===== src/rtl/ssd_pkg.sv =====
// Shared widths, the set record and the back-end state type of the standard deviation block.
package ssd_pkg;

    localparam int SAMPLE_BITS   = 24;
    localparam int COUNT_BITS    = 16;
    localparam int SAMPLE_PORT_W = 24;
    localparam int STD_W         = 24;
    localparam int COUNT_PORT_W  = 16;

    localparam int SQR_W  = 2 * SAMPLE_BITS;
    localparam int SUM_W  = SAMPLE_BITS + COUNT_BITS;
    localparam int MAG_W  = SUM_W - 1;
    localparam int SQ_W   = 2 * SAMPLE_BITS - 2 + COUNT_BITS;
    localparam int PROD_W = SQ_W + COUNT_BITS;
    localparam int ACC_W  = PROD_W + 1;
    localparam int DIV_W  = 2 * COUNT_BITS;
    localparam int VAR_W  = (PROD_W < 64) ? PROD_W : 64;
    localparam int ROOT_W = VAR_W / 2;
    localparam int WIDE_W = 64;
    localparam int STEP_W = $clog2(PROD_W + 1);

    localparam int QDEPTH = 2;
    localparam int QPTR_W = (QDEPTH > 1) ? $clog2(QDEPTH) : 1;
    localparam int QCNT_W = $clog2(QDEPTH + 1);

    localparam logic [QPTR_W-1:0] QLAST_PTR = QPTR_W'(QDEPTH - 1);
    localparam logic [QCNT_W:0]   QFULL     = (QCNT_W + 1)'(QDEPTH);

    localparam logic [STEP_W-1:0] LAST_MUL_N = STEP_W'(COUNT_BITS - 1);
    localparam logic [STEP_W-1:0] LAST_MUL_S = STEP_W'(MAG_W - 1);
    localparam logic [STEP_W-1:0] LAST_DIV   = STEP_W'(PROD_W - 1);
    localparam logic [STEP_W-1:0] LAST_SQRT  = STEP_W'(ROOT_W - 1);

    localparam logic [WIDE_W-1:0] STD_MAX = (64'd1 << STD_W) - 64'd1;

    typedef struct packed {
        logic [COUNT_BITS-1:0]   count;
        logic signed [SUM_W-1:0] sum;
        logic [SQ_W-1:0]         sumsq;
        logic                    ovf;
    } t_set;

    typedef enum logic [2:0] {
        ST_IDLE,
        ST_MUL_N,
        ST_MUL_S,
        ST_DIV,
        ST_SQRT,
        ST_DONE
    } t_back_state;

endpackage


===== src/rtl/ssd_front.sv =====
// Front end: squares each sample, accumulates count, sum and sum of squares, closes sets.
module ssd_front (
    input  logic                                i_clk,
    input  logic                                i_rst_n,
    input  logic                                i_push,
    input  logic [ssd_pkg::SAMPLE_PORT_W-1:0]   i_sample,
    input  logic                                i_last,
    input  logic [ssd_pkg::QCNT_W-1:0]          i_q_cnt,
    output logic                                o_full,
    output logic                                o_q_push,
    output ssd_pkg::t_set                       o_q_data
);

    logic                                 accept;
    logic [ssd_pkg::SAMPLE_BITS-1:0]      x_in;
    logic [ssd_pkg::SAMPLE_BITS-1:0]      mag_in;
    logic [ssd_pkg::SQR_W-1:0]            sq_in;
    logic [ssd_pkg::QCNT_W:0]             fill;
    logic                                 at_limit;

    logic                                 r_vld;
    logic                                 r_last;
    logic [ssd_pkg::SAMPLE_BITS-1:0]      r_x;
    logic [ssd_pkg::SQR_W-1:0]            r_sq;

    logic [ssd_pkg::COUNT_BITS-1:0]       r_cnt, n_cnt;
    logic signed [ssd_pkg::SUM_W-1:0]     r_sum, n_sum;
    logic [ssd_pkg::SQ_W-1:0]             r_sumsq, n_sumsq;
    logic                                 r_ovf, n_ovf;

    // A set closing in the accumulate stage needs a queue slot, so it counts as taken.
    assign fill   = {1'b0, i_q_cnt} + {{ssd_pkg::QCNT_W{1'b0}}, o_q_push};
    assign o_full = (fill >= ssd_pkg::QFULL);
    assign accept = i_push && !o_full;

    assign x_in   = i_sample[ssd_pkg::SAMPLE_BITS-1:0];
    assign mag_in = x_in[ssd_pkg::SAMPLE_BITS-1] ? (~x_in + 1'b1) : x_in;
    assign sq_in  = {{ssd_pkg::SAMPLE_BITS{1'b0}}, mag_in}
                  * {{ssd_pkg::SAMPLE_BITS{1'b0}}, mag_in};

    always_ff @(posedge i_clk) begin
        if (!i_rst_n) begin
            r_vld  <= 1'b0;
            r_last <= 1'b0;
        end else begin
            r_vld  <= accept;
            r_last <= accept && i_last;
        end
    end

    always_ff @(posedge i_clk) begin
        if (accept) begin
            r_x  <= x_in;
            r_sq <= sq_in;
        end
    end

    assign at_limit = (r_cnt == '1);

    always_comb begin
        n_cnt   = r_cnt;
        n_sum   = r_sum;
        n_sumsq = r_sumsq;
        n_ovf   = r_ovf;
        if (r_vld) begin
            if (!at_limit) begin
                n_cnt   = r_cnt + 1'b1;
                n_sum   = r_sum + {{ssd_pkg::COUNT_BITS{r_x[ssd_pkg::SAMPLE_BITS-1]}}, r_x};
                n_sumsq = r_sumsq
                        + {{(ssd_pkg::SQ_W - ssd_pkg::SQR_W){1'b0}}, r_sq};
            end else begin
                n_ovf = 1'b1;
            end
        end
    end

    assign o_q_push       = r_vld && r_last;
    assign o_q_data.count = n_cnt;
    assign o_q_data.sum   = n_sum;
    assign o_q_data.sumsq = n_sumsq;
    assign o_q_data.ovf   = n_ovf;

    always_ff @(posedge i_clk) begin
        if (!i_rst_n || o_q_push) begin
            r_cnt   <= '0;
            r_sum   <= '0;
            r_sumsq <= '0;
            r_ovf   <= 1'b0;
        end else begin
            r_cnt   <= n_cnt;
            r_sum   <= n_sum;
            r_sumsq <= n_sumsq;
            r_ovf   <= n_ovf;
        end
    end

endmodule


===== src/rtl/ssd_queue.sv =====
// Short queue of closed sets between the accumulating front end and the arithmetic back end.
module ssd_queue (
    input  logic                       i_clk,
    input  logic                       i_rst_n,
    input  logic                       i_push,
    input  ssd_pkg::t_set              i_data,
    input  logic                       i_pop,
    output logic                       o_empty,
    output ssd_pkg::t_set              o_head,
    output logic [ssd_pkg::QCNT_W-1:0] o_cnt
);

    ssd_pkg::t_set                r_mem [ssd_pkg::QDEPTH];
    logic [ssd_pkg::QPTR_W-1:0]   r_wr, n_wr;
    logic [ssd_pkg::QPTR_W-1:0]   r_rd, n_rd;
    logic [ssd_pkg::QCNT_W-1:0]   r_cnt, n_cnt;

    assign o_empty = (r_cnt == '0);
    assign o_head  = r_mem[r_rd];
    assign o_cnt   = r_cnt;

    assign n_wr = (r_wr == ssd_pkg::QLAST_PTR) ? '0 : r_wr + 1'b1;
    assign n_rd = (r_rd == ssd_pkg::QLAST_PTR) ? '0 : r_rd + 1'b1;

    always_comb begin
        case ({i_push, i_pop})
            2'b10:   n_cnt = r_cnt + 1'b1;
            2'b01:   n_cnt = r_cnt - 1'b1;
            default: n_cnt = r_cnt;
        endcase
    end

    always_ff @(posedge i_clk) begin
        if (!i_rst_n) begin
            r_wr  <= '0;
            r_rd  <= '0;
            r_cnt <= '0;
        end else begin
            if (i_push) begin
                r_wr <= n_wr;
            end
            if (i_pop) begin
                r_rd <= n_rd;
            end
            r_cnt <= n_cnt;
        end
    end

    always_ff @(posedge i_clk) begin
        if (i_push) begin
            r_mem[r_wr] <= i_data;
        end
    end

endmodule


===== src/rtl/ssd_back.sv =====
// Back end: shift-add numerator, restoring divide, digit-by-digit square root, result register.
module ssd_back (
    input  logic                              i_clk,
    input  logic                              i_rst_n,
    input  logic                              i_q_empty,
    input  ssd_pkg::t_set                     i_q_head,
    output logic                              o_q_pop,
    input  logic                              i_pop,
    output logic                              o_empty,
    output logic [ssd_pkg::STD_W-1:0]         o_std_dev,
    output logic [ssd_pkg::COUNT_PORT_W-1:0]  o_sample_count,
    output logic                              o_overflowed
);

    ssd_pkg::t_back_state r_state, n_state;

    logic [ssd_pkg::STEP_W-1:0]        r_step, n_step;
    logic signed [ssd_pkg::ACC_W-1:0]  r_acc, n_acc;
    logic [ssd_pkg::PROD_W-1:0]        r_mcand, n_mcand;
    logic [ssd_pkg::MAG_W-1:0]         r_mplier, n_mplier;
    logic [ssd_pkg::MAG_W-1:0]         r_mag, n_mag;
    logic [ssd_pkg::DIV_W-1:0]         r_div, n_div;
    logic [ssd_pkg::DIV_W-1:0]         r_rem, n_rem;
    logic [ssd_pkg::PROD_W-1:0]        r_quo, n_quo;
    logic [ssd_pkg::VAR_W-1:0]         r_rad, n_rad;
    logic [ssd_pkg::ROOT_W+1:0]        r_srem, n_srem;
    logic [ssd_pkg::ROOT_W-1:0]        r_root, n_root;
    logic [ssd_pkg::COUNT_BITS-1:0]    r_cnt, n_cnt;
    logic                              r_ovf, n_ovf;
    logic                              r_small, n_small;

    logic                              r_res_vld;
    logic [ssd_pkg::STD_W-1:0]         r_res_sd;
    logic [ssd_pkg::COUNT_PORT_W-1:0]  r_res_cnt;
    logic                              r_res_ovf;

    logic                              res_free;
    logic                              load_res;
    logic                              step_last;
    logic [ssd_pkg::WIDE_W-1:0]        root_wide;
    logic [31:0]                       cnt_wide;

    assign res_free = !r_res_vld || i_pop;

    always_comb begin
        unique case (r_state)
            ssd_pkg::ST_MUL_N: step_last = (r_step == ssd_pkg::LAST_MUL_N);
            ssd_pkg::ST_MUL_S: step_last = (r_step == ssd_pkg::LAST_MUL_S);
            ssd_pkg::ST_DIV:   step_last = (r_step == ssd_pkg::LAST_DIV);
            ssd_pkg::ST_SQRT:  step_last = (r_step == ssd_pkg::LAST_SQRT);
            default:           step_last = 1'b0;
        endcase
    end

    // Next state.
    always_comb begin
        n_state = r_state;
        unique case (r_state)
            ssd_pkg::ST_IDLE:  if (!i_q_empty) n_state = ssd_pkg::ST_MUL_N;
            ssd_pkg::ST_MUL_N: if (step_last)  n_state = ssd_pkg::ST_MUL_S;
            ssd_pkg::ST_MUL_S: if (step_last)  n_state = ssd_pkg::ST_DIV;
            ssd_pkg::ST_DIV:   if (step_last)  n_state = ssd_pkg::ST_SQRT;
            ssd_pkg::ST_SQRT:  if (step_last)  n_state = ssd_pkg::ST_DONE;
            ssd_pkg::ST_DONE:  if (res_free)   n_state = ssd_pkg::ST_IDLE;
            default:           n_state = ssd_pkg::ST_IDLE;
        endcase
    end

    // Control outputs.
    always_comb begin
        o_q_pop  = 1'b0;
        load_res = 1'b0;
        unique case (r_state)
            ssd_pkg::ST_IDLE: o_q_pop  = !i_q_empty;
            ssd_pkg::ST_DONE: load_res = res_free;
            default: begin
                o_q_pop  = 1'b0;
                load_res = 1'b0;
            end
        endcase
    end

    // Datapath: one add, subtract or compare per cycle.
    always_comb begin
        logic [ssd_pkg::SUM_W-1:0]       sum_abs;
        logic signed [ssd_pkg::ACC_W-1:0] acc_nx;
        logic [ssd_pkg::DIV_W:0]         dshift;
        logic [ssd_pkg::DIV_W:0]         dsub;
        logic                            dge;
        logic [ssd_pkg::PROD_W-1:0]      quo_nx;
        logic [ssd_pkg::ROOT_W+3:0]      trem;
        logic [ssd_pkg::ROOT_W+3:0]      trial;
        logic [ssd_pkg::ROOT_W+3:0]      sdiff;
        logic                            sge;

        n_step   = r_step + 1'b1;
        n_acc    = r_acc;
        n_mcand  = r_mcand;
        n_mplier = r_mplier;
        n_mag    = r_mag;
        n_div    = r_div;
        n_rem    = r_rem;
        n_quo    = r_quo;
        n_rad    = r_rad;
        n_srem   = r_srem;
        n_root   = r_root;
        n_cnt    = r_cnt;
        n_ovf    = r_ovf;
        n_small  = r_small;

        sum_abs = i_q_head.sum[ssd_pkg::SUM_W-1] ? (~i_q_head.sum + 1'b1) : i_q_head.sum;
        acc_nx  = r_acc;
        dshift  = {r_rem, r_quo[ssd_pkg::PROD_W-1]};
        dsub    = dshift - {1'b0, r_div};
        dge     = (dshift >= {1'b0, r_div});
        quo_nx  = {r_quo[ssd_pkg::PROD_W-2:0], dge};
        trem    = {r_srem, r_rad[ssd_pkg::VAR_W-1:ssd_pkg::VAR_W-2]};
        trial   = {2'b00, r_root, 2'b01};
        sdiff   = trem - trial;
        sge     = (trem >= trial);

        if (step_last) begin
            n_step = '0;
        end

        unique case (r_state)
            ssd_pkg::ST_IDLE: begin
                n_step = '0;
                if (!i_q_empty) begin
                    n_cnt    = i_q_head.count;
                    n_ovf    = i_q_head.ovf;
                    n_small  = (i_q_head.count[ssd_pkg::COUNT_BITS-1:1] == '0);
                    n_acc    = '0;
                    n_mcand  = {{(ssd_pkg::PROD_W - ssd_pkg::SQ_W){1'b0}}, i_q_head.sumsq};
                    n_mplier = {{(ssd_pkg::MAG_W - ssd_pkg::COUNT_BITS){1'b0}},
                                i_q_head.count};
                    n_mag    = sum_abs[ssd_pkg::MAG_W-1:0];
                    n_div    = {{ssd_pkg::COUNT_BITS{1'b0}}, i_q_head.count}
                             * {{ssd_pkg::COUNT_BITS{1'b0}}, i_q_head.count - 1'b1};
                end
            end
            ssd_pkg::ST_MUL_N: begin
                // Adds n times the sum of squares.
                if (r_mplier[0]) begin
                    n_acc = r_acc + {1'b0, r_mcand};
                end
                n_mcand  = r_mcand << 1;
                n_mplier = r_mplier >> 1;
                if (step_last) begin
                    n_mcand  = {{(ssd_pkg::PROD_W - ssd_pkg::MAG_W){1'b0}}, r_mag};
                    n_mplier = r_mag;
                end
            end
            ssd_pkg::ST_MUL_S: begin
                // Subtracts the square of the sum.
                if (r_mplier[0]) begin
                    acc_nx = r_acc - {1'b0, r_mcand};
                end
                n_acc    = acc_nx;
                n_mcand  = r_mcand << 1;
                n_mplier = r_mplier >> 1;
                if (step_last) begin
                    n_rem = '0;
                    n_quo = acc_nx[ssd_pkg::ACC_W-1] ? '0 : acc_nx[ssd_pkg::PROD_W-1:0];
                end
            end
            ssd_pkg::ST_DIV: begin
                n_rem = dge ? dsub[ssd_pkg::DIV_W-1:0] : dshift[ssd_pkg::DIV_W-1:0];
                n_quo = quo_nx;
                if (step_last) begin
                    n_rad  = quo_nx[ssd_pkg::VAR_W-1:0];
                    n_srem = '0;
                    n_root = '0;
                end
            end
            ssd_pkg::ST_SQRT: begin
                n_srem = sge ? sdiff[ssd_pkg::ROOT_W+1:0] : trem[ssd_pkg::ROOT_W+1:0];
                n_root = {r_root[ssd_pkg::ROOT_W-2:0], sge};
                n_rad  = r_rad << 2;
            end
            ssd_pkg::ST_DONE: begin
                n_step = '0;
            end
            default: begin
                n_step = '0;
            end
        endcase
    end

    always_ff @(posedge i_clk) begin
        if (!i_rst_n) begin
            r_state <= ssd_pkg::ST_IDLE;
            r_step  <= '0;
        end else begin
            r_state <= n_state;
            r_step  <= n_step;
        end
    end

    always_ff @(posedge i_clk) begin
        r_acc    <= n_acc;
        r_mcand  <= n_mcand;
        r_mplier <= n_mplier;
        r_mag    <= n_mag;
        r_div    <= n_div;
        r_rem    <= n_rem;
        r_quo    <= n_quo;
        r_rad    <= n_rad;
        r_srem   <= n_srem;
        r_root   <= n_root;
        r_cnt    <= n_cnt;
        r_ovf    <= n_ovf;
        r_small  <= n_small;
    end

    assign root_wide = {{(ssd_pkg::WIDE_W - ssd_pkg::ROOT_W){1'b0}}, r_root};
    assign cnt_wide  = {{(32 - ssd_pkg::COUNT_BITS){1'b0}}, r_cnt};

    // A result may be taken in the same cycle that the next one is loaded.
    always_ff @(posedge i_clk) begin
        if (!i_rst_n) begin
            r_res_vld <= 1'b0;
        end else if (load_res) begin
            r_res_vld <= 1'b1;
        end else if (i_pop) begin
            r_res_vld <= 1'b0;
        end
    end

    always_ff @(posedge i_clk) begin
        if (load_res) begin
            if (r_small) begin
                r_res_sd <= '0;
            end else if (root_wide > ssd_pkg::STD_MAX) begin
                r_res_sd <= '1;
            end else begin
                r_res_sd <= root_wide[ssd_pkg::STD_W-1:0];
            end
            r_res_cnt <= cnt_wide[ssd_pkg::COUNT_PORT_W-1:0];
            r_res_ovf <= r_ovf;
        end
    end

    assign o_empty        = !r_res_vld;
    assign o_std_dev      = r_res_sd;
    assign o_sample_count = r_res_cnt;
    assign o_overflowed   = r_res_ovf;

endmodule


===== src/rtl/sample_std_deviation.sv =====
// Sample standard deviation: one sample beat per cycle, one result beat per closed set.
// Samples are taken every cycle while full is low; the front end needs a queue slot per set.
// A closed set passes from the accumulators into the queue; the back end takes one set at a time
// through its shift-add multiply, restoring divide and square-root steps.
// Reset is synchronous and active low; it empties the queue and clears the accumulators.
module sample_std_deviation (
    input  logic                                i_clk,
    input  logic                                i_rst_n,
    input  logic                                push,
    output logic                                full,
    input  logic [ssd_pkg::SAMPLE_PORT_W-1:0]   i_sample,
    input  logic                                i_last,
    output logic                                empty,
    input  logic                                pop,
    output logic [ssd_pkg::STD_W-1:0]           o_std_dev,
    output logic [ssd_pkg::COUNT_PORT_W-1:0]    o_sample_count,
    output logic                                o_overflowed
);

    logic                        q_push;
    ssd_pkg::t_set               q_data;
    logic                        q_pop;
    logic                        q_empty;
    ssd_pkg::t_set               q_head;
    logic [ssd_pkg::QCNT_W-1:0]  q_cnt;
    logic                        res_pop;

    assign res_pop = pop && !empty;

    ssd_front u_front (
        .i_clk    (i_clk),
        .i_rst_n  (i_rst_n),
        .i_push   (push),
        .i_sample (i_sample),
        .i_last   (i_last),
        .i_q_cnt  (q_cnt),
        .o_full   (full),
        .o_q_push (q_push),
        .o_q_data (q_data)
    );

    ssd_queue u_queue (
        .i_clk   (i_clk),
        .i_rst_n (i_rst_n),
        .i_push  (q_push),
        .i_data  (q_data),
        .i_pop   (q_pop),
        .o_empty (q_empty),
        .o_head  (q_head),
        .o_cnt   (q_cnt)
    );

    ssd_back u_back (
        .i_clk          (i_clk),
        .i_rst_n        (i_rst_n),
        .i_q_empty      (q_empty),
        .i_q_head       (q_head),
        .o_q_pop        (q_pop),
        .i_pop          (res_pop),
        .o_empty        (empty),
        .o_std_dev      (o_std_dev),
        .o_sample_count (o_sample_count),
        .o_overflowed   (o_overflowed)
    );

endmodule

===== config.mk =====
export PLATFORM = sky130hd
export DESIGN_NAME = sample_std_deviation
export DESIGN_NICKNAME = d
export VERILOG_FILES = /design/src/rtl/ssd_pkg.sv /design/src/rtl/ssd_front.sv /design/src/rtl/ssd_queue.sv /design/src/rtl/ssd_back.sv /design/src/rtl/sample_std_deviation.sv
export SDC_FILE = /design/constraint.sdc
export NUM_CORES = 2
export LEC_CHECK = 0
export BUFFER_PORTS_ARGS = -buffer_cell sky130_fd_sc_hd__clkbuf_2
export CAP_MARGIN = 10
export CORE_AREA = 2 2 545 547
export CTS_BUF_LIST = sky130_fd_sc_hd__clkbuf_8 sky130_fd_sc_hd__clkbuf_16
export DETAILED_ROUTE_END_ITERATION = 8
export DIE_AREA = 0 0 547 549
export GPL_TIMING_DRIVEN = 0
export SLEW_MARGIN = 20
export SYNTH_ARGS = -nofsm -noshare
export SYNTH_HDL_FRONTEND = slang
export SYNTH_SLANG_ARGS = --single-unit

===== constraint.sdc =====
create_clock -name i_clk -period 18.21 [get_ports i_clk]
set_input_delay 3.642 -clock i_clk [delete_from_list [all_inputs] [get_ports i_clk]]
set_output_delay 3.642 -clock i_clk [all_outputs]
set_load 0.02 [all_outputs]

---- Word-level counts from Yosys, hierarchy flattened ----
Memory sizes are Yosys's and may differ from the RTL's. A register that Yosys moved wholly into a read port is not among the register bits.
Index checks and enable logic that the tools add are counted.
operators by class
  $lt $le $gt $ge ......................... 4
  equal/unequal tests ..................... 19
  bitwise gates (word level) .............. 5
  add/sub/neg operators ................... 16
  $mul .................................... 2
  reductions and logical operators ........ 26
  mux-type cells .......................... 53
operators with widths
  operator                                       number
  two-way mux 79 bit                             4
  two-way mux 78 bit                             4
  case mux 79 bit (3 select lines)               1
  case mux 78 bit (3 select lines)               1
  case mux 78 bit (2 select lines)               1
  case mux 32 bit (2 select lines)               2
  case mux 64 bit (2 select lines)               1
  two-way mux 62 bit                             2
  two-way mux 39 bit                             3
  case mux 39 bit (3 select lines)               1
  two-way mux 40 bit                             2
  adder 79 x 78 -> 79 bit                        1
  subtractor 79 x 78 -> 79 bit                   1
  two-way mux 34 bit                             2
  case mux 34 bit (2 select lines)               1
  two-way mux 32 bit                             2
  two-way mux 64 bit                             1
  adder 62 x 48 -> 62 bit                        1
  multiplier 24 x 24 -> 48 bit                   1
  two-way mux 24 bit                             2
  adder 40 bit                                   1
  adder 39 x 1 -> 39 bit, second input constant  1
  NOT 39 bit                                     1
  >= comparator 36 x 34 -> 1 bit                 1
  other kinds (47)                               87
storage, ports and cells
  output and inout bits ................... 43
  bits of input ports ..................... 29
  memories ................................ 1
  register bits after elaboration ......... 774
  RAM bits ................................ 238
memories
  name           depth  bits a word  read ports  clocked after Yosys merged registers in  write ports  RTL line         text
  u_queue.r_mem  2      119          1           1                                        1            ssd_queue.sv:13  ssd_pkg::t_set r_mem [ssd_pkg::QDEPTH];

---- Depth between registers and ports, before layout ----
  depth after elaboration ................. 6
  mapped depth ............................ 39
  mapped depth without buffers ............ 36

---- By module ----
Synthesis repeated with hierarchy kept, for this count alone.
second synthesis, totals
  cells, all modules ...................... 8572
  area, all modules ....................... 84010.6 µm²
by module, submodules not included
  module                seq. area each (µm²)  area an instance (µm²)  cells an instance  times used
  ssd_back              17186.5               46883.7                 4931               1
  ssd_front             4524.3                28325.9                 3249               1
  ssd_queue             7247.0                8787.2                  391                1
  sample_std_deviation  0.0                   13.8                    1                  1

---- Worst setup path before layout ----
No wires, ideal clock.
  path kind ............................... reg2reg
  start point ............................. register u_back.r_state[0]
  end point ............................... register u_back.r_acc[0] (netlist bit) (enable)
  setup time .............................. 0.636 ns
  path slack .............................. 1.945 ns
  required time ........................... 17.574 ns
  stages on the path, launching flop included .. 6
  arrival ................................. 15.628 ns
  period minus slack after synthesis ...... 16.265 ns
  cells stage by stage .................... dfxtp_1 clkbuf_1 clkbuf_1 nor4_1 a211oi_1 a21boi_0
between the ends
  longest elaborated chain between the ends .. 3
RTL lines
  item                                                                   RTL line         text
  start, declared                                                        ssd_back.sv:15   ssd_pkg::t_back_state r_state, n_state;
  start signal, assigned                                                 ssd_back.sv:192  r_state <= ssd_pkg::ST_IDLE;
  start signal, assigned                                                 ssd_back.sv:195  r_state <= n_state;
  equality test 3 x 1 -> 1 bit, or another cell as far along             ssd_back.sv:126  unique case (r_state)
  != test 2 x 1 -> 1 bit (no source line), or another cell as far along  --
  AND reduction 3 bit (no source line) (*)                               --
  end signal, assigned                                                   ssd_back.sv:201  r_acc <= n_acc;
  end, declared                                                          ssd_back.sv:18   logic signed [ssd_pkg::ACC_W-1:0] r_acc, n_acc;
Every way passes the cells marked *; elsewhere a longest branch is shown, timed or not.
A chain may end at the register's enable or synchronous reset.

---- Final worst setup path ----
  start point ............................. input port i_sample[0] (netlist bit)
  end point ............................... register u_front.r_sq[45] (netlist bit) (data pin)
between the ends
  longest elaborated chain between the ends .. 4
RTL lines
  item                              RTL line                    text
  start, declared                   sample_std_deviation.sv:11  input logic [ssd_pkg::SAMPLE_PORT_W-1:0] i_sample,
  NOT 24 bit                        ssd_front.sv:37             assign mag_in = x_in[ssd_pkg::SAMPLE_BITS-1] ? (~x_in + 1'b1) : x_in;
  adder 24 x 1 -> 24 bit            ssd_front.sv:37
  two-way mux 24 bit (*)            ssd_front.sv:37
  multiplier 24 x 24 -> 48 bit (*)  ssd_front.sv:39             * {{ssd_pkg::SAMPLE_BITS{1'b0}}, mag_in};
  via u_front.sq_in, one bit        ssd_front.sv:17             logic [ssd_pkg::SQR_W-1:0] sq_in;
  end signal, assigned              ssd_front.sv:54             r_sq <= sq_in;
  end, declared                     ssd_front.sv:24             logic [ssd_pkg::SQR_W-1:0] r_sq;
Mark *: on every way through the listed nets, which the timed path passes. The rest lies on a longest branch.

==> flow_summary.yaml <==
run_status:
  status: "complete, no violations"
layout:
  final_cell_mix: "1137 x inv_1, 917 x nand2_1, 872 x edfxtp_1"
  multi_input_area_um2: 47800
  seq_area_um2: 28930
  drive_above_1_share: 0.05696
  fill_cells: 30620
  final_common_cell: "inv_1"
  syn_to_final_growth_pct: 12.18
  final_nets: 9943
  stdcell_area_um2: 92100
global_route:
  grt_pass1_wl_um: 362600
  grt_pass1_vias: 60970
  grt_usage: 0.1536
  overflow: 0
  antenna_found_initial: 8
  grt_max_degree: 61
drt:
  dr.pass1.iters: 5
  drt-total-wl_um: 234000
  routed_via_density: 4.808
  detail_route.iter0.violations: 4808
  vias: 61160
  wl_per_cell_um: 18.39
  drc: 0
  drtAntennaViolNets: 0
flow_run:
  drv_cap: 0
timing:
  layout_worst_path_cycle_share: 0.8040
  fmax_mhz: 68.31
  setup_violations: 0
  finalSetupTns_ns: 0
  fin_skew_ns: 0.08135
  min_period_ns: 14.64
  slew_viol_final: 0
  hold_viol_final: 0
  rsz0062_at_grt: "false"
  worst_slack_ns: 3.570
  worst_slew_pin_slew_ns: 1.242
  slew_headroom: 0.1719
place:
  gp_congestion: 0.9331
  place_ws_ns: 2.870
  hpwl_um: 187800
  postPlaceCellArea_um2: 88430
  portBuffers: 71
die:
  die_w_um: 547
  die_h_um: 549
  rows: 200
  initial_utilization: 0.2783
  pin_count: 72
  die-area_um2: 300300
  core_um2: 295000
worst_setup_path:
  cp_slowest_stage_delay_ns: 0.78
  crit_path_frequent_cell: "fa_1"
  ff2ff_path_depth: 38
  arrival_ns: 15.12
  crit_path_end_kind: "register"
  path_buf_inv: 10
  crit_path_start_kind: "input pin"
  cp_max_fo: 11
  crit_slowest_cell: "clkbuf_1"
  r2r_slack_ns: 5.59
  worstSetupPathType: "input pin to register"
  regToRegEndpoint: "u_back.r_div[31]"
  required_ns: 18.69
  cpLargestDelayFamily: "adder cells"
hold_path:
  whs_endpoint: "u_back.o_sample_count[8]"
  holdCritStartpoint: "u_back.r_cnt[8]"
  min_path_type: "register to register"
  min_path_cells: 0
cts:
  ctsResizeCount: 0
  cts.clk_slew.worst_paths_ns: 0.06
  cts-buffers-inserted: 107
  ctsHtreeMaxLevel: 3
  cts_setup_buffers: 0
  cts_root_buffer: "clkbuf_16"
  cts_sinks: 1009
  hold_buffers: 0
  cts_tree: "built"
  worstSkewPairLatency_ns: 0.78
  clockBufferDepth: 3
synthesis:
  yosysSeqAreaShare: 0.3524
  synth-xor-area-share: 0.04779
  postSynthCellCount: 8437
  synth_mux_area_frac: 0.02111
  synth-async-reset-ratio: 0
  synth_fa_ha_area_frac: 0.2446
  synthSimpleGateAreaFrac: 0.1343
  synth_compound_area_frac: 0.1318
  avgSynthCellArea_um2: 9.731
  synth_top_family_by_area: "adder cells"
  synth_flop_cell: "edfxtp_1"
  ys_types: 85
  synth_edf_count: 872
  yosys_warnings: 0
  synth_seq_cells: 1009
  syn_area_um2: 82100
[how the worst max path moves through the flow]
stage	slack, ns	depth (start not counted)	from	end
final	3.57	35	i_sample[0]	u_front.r_sq[45]
after floorplan	1.95	5	u_back.r_state[0]	u_back.r_acc[0]
after detailed placement	2.87	35	i_sample[0]	u_front.r_sq[45]
after CTS	3.65	35	i_sample[0]	u_front.r_sq[45]
after global routing	3.17	35	i_sample[0]	u_front.r_sq[45]
after global placement	-7.45	5	u_back.r_state[0]	u_back.r_acc[35]
[per-stage QoR]
stage | instances | hold slack, ns | utilization
6_report | 12720 | 0.4321 | 0.3122
3_5_place_dp | 12510 | 0.4187 | 0.2997
4_1_cts | 12720 | 0.4359 | 0.3121
2_1_floorplan | 8454 | 0.4003 | -
5_1_grt | 12720 | 0.4532 | 0.3121
3_3_place_gp | 12460 | 0.4093 | 0.2964
[layer usage]
layer | global-route usage | part of all wire | vias to the layer above
met1 | 0.2143 | 0.46 | 29760
met2 | 0.2468 | 0.45 | 1837
met3 | 0.02283 | 0.062 | 357
met5 | 0 | 0.00020 | -
met4 | 0.04197 | 0.029 | 6
li1 | - | - | 29200
[logic make-up (layout without fill, tap and decap cells)]
logic type | Yosys count | after routing
other | 2 | 22
muxes | 172 | 172
DFF | 1009 | 1009
adders and majority gates | 1230 | 1230
AOI/OAI and AO/OA | 1679 | 1679
and+or+nand+nor | 2423 | 2423
buffers and inverters | 1474 | 1798
xor gates and xnor gates | 448 | 448
[cell usage after synthesis, types with 17 or more instances]
cell      instances  share of area
inv_1          1120          0.051
nand2_1         917          0.042
edfxtp_1        872           0.32
nor2_1          669          0.031
fa_1            625           0.15
ha_1            605          0.092
a21oi_1         472          0.029
xnor2_1         325          0.035
o21ai_0         299          0.018
clkbuf_1        279          0.013
a21o_1          184          0.017
mux2i_1         166          0.020
and2_1          161          0.012
dfxtp_1         137          0.033
xor2_1          123          0.013
or2_2           121         0.0092
o31ai_1         111          0.010
nand3_1         107         0.0065
nor3_1           96         0.0059
nand2b_1         77         0.0059
o22ai_1          77         0.0059
a31oi_1          76         0.0058
o21bai_1         72         0.0066
o211ai_1         61         0.0056
o21a_1           56         0.0051
and3_1           49         0.0037
nand4_1          49         0.0037
nor2b_1          47         0.0036
nor4_1           47         0.0036
buf_1            39         0.0018
a211oi_1         38         0.0035
or3_1            29         0.0022
a221o_1          27         0.0033
a22o_1           25         0.0027
buf_2            25         0.0015
nor3b_1          17         0.0016
[sequential cells by signal (all words and copies together), names as in the netlist, 34 cells and up, named ones only]
| signal | count |
|---|---|
| u_queue.r_mem | 238 |
| u_back.r_acc | 79 |
| u_back.r_mcand | 78 |
| u_back.r_quo | 78 |
| u_back.r_rad | 64 |
| u_front.r_sumsq | 62 |
| u_front.r_sq | 47 |
| u_front.r_sum | 40 |
| u_back.r_mag | 39 |
| u_back.r_mplier | 39 |
| u_back.r_srem | 34 |
[worst reg2reg max path: cells and delay by family, from the launching register on]
| family | cells | cell delay (ns) |
|---|---|---|
| buf+inv | 12 | 3.71 |
| fa+ha+maj | 9 | 4.14 |
| flops | 1 | 0.31 |
| mux | 1 | 0.86 |
| compound gates | 7 | 1.91 |
| simple gates | 8 | 1.38 |
| xor+xnor | 1 | 0.08 |
[layout make-up]
| cell class | count | area share |
|---|---|---|
| multi-input cells | 5971 | 0.5191 |
| flip-flops and latches | 1009 | 0.3141 |
| well taps | 3939 | 0.05351 |
| inverters | 1128 | 0.04597 |
| clock buffers | 118 | 0.03108 |
| plain buffers | 346 | 0.01459 |
| repair buffers | 121 | 0.01308 |
| clock inverters | 85 | 0.008505 |
| diodes | 3 | 0.00008152 |
Power is left out: the tool's default activity adds up to more than one toggle a clock period on the data nets, which glitch-free logic cannot reach.
